[src/design/mkt_pkg.sv]
`default_nettype none
package mkt_pkg;

    localparam int TABLE_BITS     = 10;
    localparam int TABLE_SIZE     = 1 << TABLE_BITS;
    localparam int GEN_BITS       = 24 - TABLE_BITS;
    localparam int SEGS_PER_BLOCK = 256;
    localparam int SEG_SHIFT      = $clog2(SEGS_PER_BLOCK);

    localparam logic [1:0] FN_ALLOC  = 2'd0;
    localparam logic [1:0] FN_FREE   = 2'd1;
    localparam logic [1:0] FN_LOCAL  = 2'd2;
    localparam logic [1:0] FN_REMOTE = 2'd3;

    localparam logic [1:0] ST_OK     = 2'd0;
    localparam logic [1:0] ST_FULL   = 2'd1;
    localparam logic [1:0] ST_REJECT = 2'd2;

    typedef struct packed {
        logic [1:0]  func;
        logic [31:0] key;
        logic [15:0] domain;
        logic        user_domain;
        logic        dma_req;
        logic [63:0] address;
        logic [63:0] io_address;
        logic [63:0] length;
        logic [7:0]  access;
        logic [5:0]  pg_shift;
        logic [63:0] region_offset;
    } t_in;

    typedef struct packed {
        logic [1:0]  status;
        logic [31:0] key_out;
        logic [21:0] segment_major;
        logic [7:0]  segment_minor;
        logic [63:0] segment_offset;
    } t_out;

    typedef struct packed {
        logic [31:0] key;
        logic [15:0] domain;
        logic [63:0] usr_base;
        logic [63:0] io_base;
        logic [63:0] length;
        logic [7:0]  access;
        logic [5:0]  pg_shift;
        logic [63:0] offset;
    } t_slot;

    typedef struct packed {
        logic load;
        logic clr_wr;
        logic scan_rd;
        logic scan_next;
        logic alloc_wr;
        logic dma_set;
        logic lk_rd;
        logic ck1;
        logic free_do;
        logic ck2;
        logic ck3;
        logic res_alloc;
        logic res_full;
        logic res_dma;
        logic res_free;
        logic res_ck;
    } t_cmd;

    typedef struct packed {
        logic       clr_last;
        logic       slot_busy;
        logic       scan_wrap;
        logic       out_free;
        logic [1:0] in_func;
        logic       in_dma;
        logic [1:0] req_func;
    } t_stat;

endpackage
`default_nettype wire

[src/design/mkt_ctrl.sv]
`default_nettype none
module mkt_ctrl (
    input  wire logic           i_clk,
    input  wire logic           i_rst_n,
    input  wire logic           i_in_valid,
    output logic                o_in_ready,
    input  wire mkt_pkg::t_stat i_stat,
    output mkt_pkg::t_cmd       o_cmd
);

    typedef enum logic [3:0] {
        S_CLEAR, S_IDLE, S_SCAN_RD, S_SCAN_CHK, S_ALLOC, S_FULL, S_DMA,
        S_LK_RD, S_C1, S_FREE, S_C2, S_C3, S_FIN
    } t_state;

    t_state r_state, n_state;

    always_comb begin
        o_cmd      = '0;
        o_in_ready = (r_state == S_IDLE);
        n_state    = r_state;
        case (r_state)
            S_CLEAR: begin
                o_cmd.clr_wr = 1'b1;
                if (i_stat.clr_last) begin
                    n_state = S_IDLE;
                end
            end
            S_IDLE: begin
                if (i_in_valid) begin
                    o_cmd.load = 1'b1;
                    if (i_stat.in_func == mkt_pkg::FN_ALLOC) begin
                        n_state = i_stat.in_dma ? S_DMA : S_SCAN_RD;
                    end else begin
                        n_state = S_LK_RD;
                    end
                end
            end
            S_SCAN_RD: begin
                o_cmd.scan_rd = 1'b1;
                n_state       = S_SCAN_CHK;
            end
            S_SCAN_CHK: begin
                if (!i_stat.slot_busy) begin
                    n_state = S_ALLOC;
                end else if (i_stat.scan_wrap) begin
                    n_state = S_FULL;
                end else begin
                    o_cmd.scan_next = 1'b1;
                    n_state         = S_SCAN_RD;
                end
            end
            S_ALLOC: begin
                if (i_stat.out_free) begin
                    o_cmd.alloc_wr  = 1'b1;
                    o_cmd.res_alloc = 1'b1;
                    n_state         = S_IDLE;
                end
            end
            S_FULL: begin
                if (i_stat.out_free) begin
                    o_cmd.res_full = 1'b1;
                    n_state        = S_IDLE;
                end
            end
            S_DMA: begin
                if (i_stat.out_free) begin
                    o_cmd.dma_set = 1'b1;
                    o_cmd.res_dma = 1'b1;
                    n_state       = S_IDLE;
                end
            end
            S_LK_RD: begin
                o_cmd.lk_rd = 1'b1;
                n_state     = S_C1;
            end
            S_C1: begin
                o_cmd.ck1 = 1'b1;
                if (i_stat.req_func == mkt_pkg::FN_FREE) begin
                    o_cmd.free_do = 1'b1;
                    n_state       = S_FREE;
                end else begin
                    n_state = S_C2;
                end
            end
            S_FREE: begin
                if (i_stat.out_free) begin
                    o_cmd.res_free = 1'b1;
                    n_state        = S_IDLE;
                end
            end
            S_C2: begin
                o_cmd.ck2 = 1'b1;
                n_state   = S_C3;
            end
            S_C3: begin
                o_cmd.ck3 = 1'b1;
                n_state   = S_FIN;
            end
            S_FIN: begin
                if (i_stat.out_free) begin
                    o_cmd.res_ck = 1'b1;
                    n_state      = S_IDLE;
                end
            end
            default: begin
                n_state = S_IDLE;
            end
        endcase
    end

    always_ff @(posedge i_clk) begin
        if (!i_rst_n) begin
            r_state <= S_CLEAR;
        end else begin
            r_state <= n_state;
        end
    end

endmodule
`default_nettype wire

[config.mk]
export PLATFORM = sky130hd
export DESIGN_NAME = mkt_ctrl
export DESIGN_NICKNAME = d
export VERILOG_FILES = /design/src/design/mkt_pkg.sv /design/src/design/mkt_ctrl.sv
export SDC_FILE = /design/constraint.sdc
export NUM_CORES = 1
export LEC_CHECK = 0
export BUFFER_PORTS_ARGS = -buffer_cell sky130_fd_sc_hd__buf_2
export CORE_AREA = 2 2 39 41
export CTS_BUF_LIST = sky130_fd_sc_hd__clkbuf_4 sky130_fd_sc_hd__clkbuf_8
export DETAILED_ROUTE_END_ITERATION = 7
export DIE_AREA = 0 0 41 43
export PLACE_DENSITY = 0.7
export SLEW_MARGIN = 25
export SYNTH_ARGS = -nofsm -noshare
export SYNTH_HDL_FRONTEND = slang
export SYNTH_SLANG_ARGS = --single-unit
[constraint.sdc]
create_clock -name i_clk -period 2.35 [get_ports i_clk]
set_clock_uncertainty 0.1 [all_clocks]
set_input_delay 0.235 -clock i_clk [delete_from_list [all_inputs] [get_ports i_clk]]
set_output_delay 0.235 -clock i_clk [all_outputs]
set_load 0.01 [all_outputs]
==> impl_results.md <==
* H-Tree Level Count at 1
* Status: finished, final reports clean
* CTS tree: built
* Total CTS buffers at 3
* FMAX at roughly 500 MHz
* Yosys top cell area share at 0.1535
* Worst skew pair latency at 240 ps
* Syn avg cell area at 7.247 µm²
* Seq pwr share at 0.275
* Worst stage delay on the critical path at about 700 ps
* Adder-Cell Fraction of Synth Area at 0.01918
* Postcts setup bufs at 0
* Worst-Margin Slew at 613.3 ps
* Synth Instances at 72
* Crit-path leading delay family: flip-flops
* Vias in the first global route at 457
* Sw power at 0.2763 mW
* Post-CTS Resized at 0
* Switch share at 0.4491
* Max Buffers Root-to-Sink at 2
* Remaining DRCs at 0
* CP required at ~2000 ps
* Met3 wire length at 89 µm
* Filler instances at approximately 160
* Compound-cell area share of the yosys netlist at 0.2542
* Port-buffer cells at 28
* Largest regs: r_state (4)
* Setup violators final at 0
* Worst reg2reg setup slack at approximately 400 ps
* RePlAce Congestion at ~0.75
* Critical Path Source Type: flop
* WL/cell at between 10 and 15 µm
* Tcrit/Tclk final at 0.8545
* Maximum vdd drop at about 370 µV
* Top reg by flops: r_state
* Synth Area in XOR/XNOR at 0
* Rel. slew slack at 0.5906
* CTS Sinks at 4
* Clock-pin slew on the worst setup and hold paths at about 40 ps
* Slew Viols, Final at 0
* Core outline area at 1384 µm²
* Min-delay worst type: in -> reg
* Max layer used: met3
* Post-DR vias/cell at 5.429
* Worst Path Buf+Inv at 1
* Clock power frac at 0.143
* 1st-pass router iterations at 4
* Top post-synthesis cells by area: dfxtp_1 (15%), nand2b_1 (6.0%), nor2b_1 (6.0%)
* Max Fanout on Critical Path at 19
* Pwr/cell area at 922.5 nW/µm²
* Post-route setup slack at 342.0 ps
* Cts-stage hold buffer count at 0
* Core Rows at 14
* Largest net degree at the start of global routing at 20
* Syn. warnings at 0
* Die Ht at 43 µm
* Cell area after synthesis at 521.8 µm²
* Fin nets at 110
* Endpoint type of the worst setup path: output port
* Final antenna-violating net count at 0
* Place WS at 425.1 ps
* Simple-Gate Fraction of Synth Area at 0.4508
* CP max-delay cell: dfxtp_1
* GR Overflow Total at 0
* Synthesis-to-finish area growth at 27.82%
* Die area at 1763 µm²
* # IOs at 29
* Crit path time final at ~2000 ps
* RSZ-0062 raised after global routing: false
* GRT Overall Usage at 0.1535
* Final non-filler cell total at 112
* Register area share after synthesis at 0.1535
* Synth area leader: dfxtp_1
* Logic pwr share at 0.582
* Max Cap Violations at 0
* Final Core Density at 0.4819
* Ant diodes at 0
* Via count at 608
* Synth cell types at 35
* First-pass GRT wire length at 1932 µm
* Placed Instances at 109
* Final TNS setup at 0 ps
* Iter 0 DRT Violations at 11
* CTS root buf: clkbuf_4
* Largest family of logic cells by synthesized area: simple AND/OR/NAND/NOR gates
* Initial core utilization at 0.3770
* CP arrival at 1670 ps
* Final HPWL DP at 976.8 µm
* Critical-path cell list: nand2b_1 -> nor3_1 -> buf_2
* Fin. Hold Viols at 0
* Yosys reg bits at 4
* Routed met1 length at 596 µm
* Leak Pwr at 0.3094 nW
* Mux share of post-synthesis cell area at 0.02878
* Internal Pwr Total at about 0.34 mW
* WL met2 at 619 µm
* Die width at 41 µm
* Initial antenna violation count at 0
* Setup CP Type: reg -> out
* Share of layout cells above drive strength 1 at 0.3750
* Post-Route WL at around 1300 µm
* Syn_nets at 84
* Max FFs per register at 4
synthesized netlist by cell type (all sizes together):
library cell  instances
nand4bb               2
or4                   1
nor3                  6
o211ai                1
a211o                 1
maj3                  1
a211oi                1
or2                   3
nand2                 5
o22a                  1
nor2b                 5
inv                   3
nor2                  5
dfxtp                 4
a21oi                 3
and2                  2
o21bai                1
o221a                 2
clkbuf                2
nand2b                5
o21ai                 3
nand3                 1
or3b                  1
o31a                  1
o22ai                 1
buf                   5
a21boi                1
o2bb2ai               2
nor4b                 2
mux2                  1
layout make-up:
cell class	count	area [µm²]	area share
Multi-Input combinational cell	58	392.9	0.5891
Timing Repair Buffer	28	140.1	0.2101
Sequential cell	4	80.08	0.1201
Clock buffer	3	22.52	0.03377
Tap cell	16	20.02	0.03002
Inverter	3	11.26	0.01689
power by group through the flow:
stage               clock [mW]  combinational, mW  sequential, mW
floorplan                    0              0.326           0.113
global placement             0              0.354           0.166
detailed placement           0              0.358           0.167
CTS                     0.0915              0.360           0.167
global route            0.0993              0.397           0.178
finish                  0.0881              0.358           0.169
per-stage QoR:
stage | total power, mW | hold WS [ps] | instance area (µm²)
after global routing | 0.6736 | 150.4 | 666.9
after global placement | 0.5206 | 394.6 | 644.4
after detailed placement | 0.5257 | 400.0 | 644.4
final | 0.6152 | 163.4 | 666.9
after floorplan | 0.4386 | 263.2 | 521.8
after CTS | 0.6183 | 150.8 | 666.9
layer usage:
metal  vias up  track usage
met1       278       0.2019
met4         0      0.02000
li1        308            -
met5         -            0
met2        22       0.2438
met3         0      0.04712
kinds of logic (layout without fill, tap and decap cells):
| group | Yosys count | after routing |
|---|---|---|
| AOI/OAI and AO/OA | 18 | 18 |
| adders and majority gates | 1 | 1 |
| buffers and inverters | 10 | 34 |
| DFF | 4 | 4 |
| muxes | 1 | 1 |
| and+or+nand+nor | 38 | 38 |
final timing paths:
check	startpoint	end	cells after the start
hold / removal	i_rst_n	r_state[3]	2
setup reg to reg	r_state[0]	r_state[0]	4
hold reg to reg	r_state[1]	r_state[1]	1
setup / recovery	r_state[3]	o_cmd[7]	3
worst register-to-register path: cells and delay by family, from the launching register on:
family,cells,cell delay (ps)
simple gates,2,600
mux,1,350
flops,1,570
compound gates,1,230
cell usage in the layout (no fill, tap or decap):
cell,n
a21boi_1,1
clkbuf_4,3
nor3_1,6
and2_1,1
inv_1,3
nand2b_1,5
nor4b_2,1
nor2_1,5
o221a_1,2
o2bb2ai_1,2
nor2b_1,5
or2_2,1
o21ai_0,2
mux2_4,1
o211ai_1,1
nand4bb_1,2
o31a_1,1
o22a_1,1
and2_4,1
o21ai_1,1
o22ai_1,1
a211oi_1,1
dfxtp_1,4
or3b_1,1
maj3_1,1
a211o_1,1
or2_1,2
o21bai_1,1
buf_2,28
nor4b_1,1
a21oi_1,3
nand2_1,5
or4_4,1
nand3_1,1
Power figures use the tool's default switching activity.
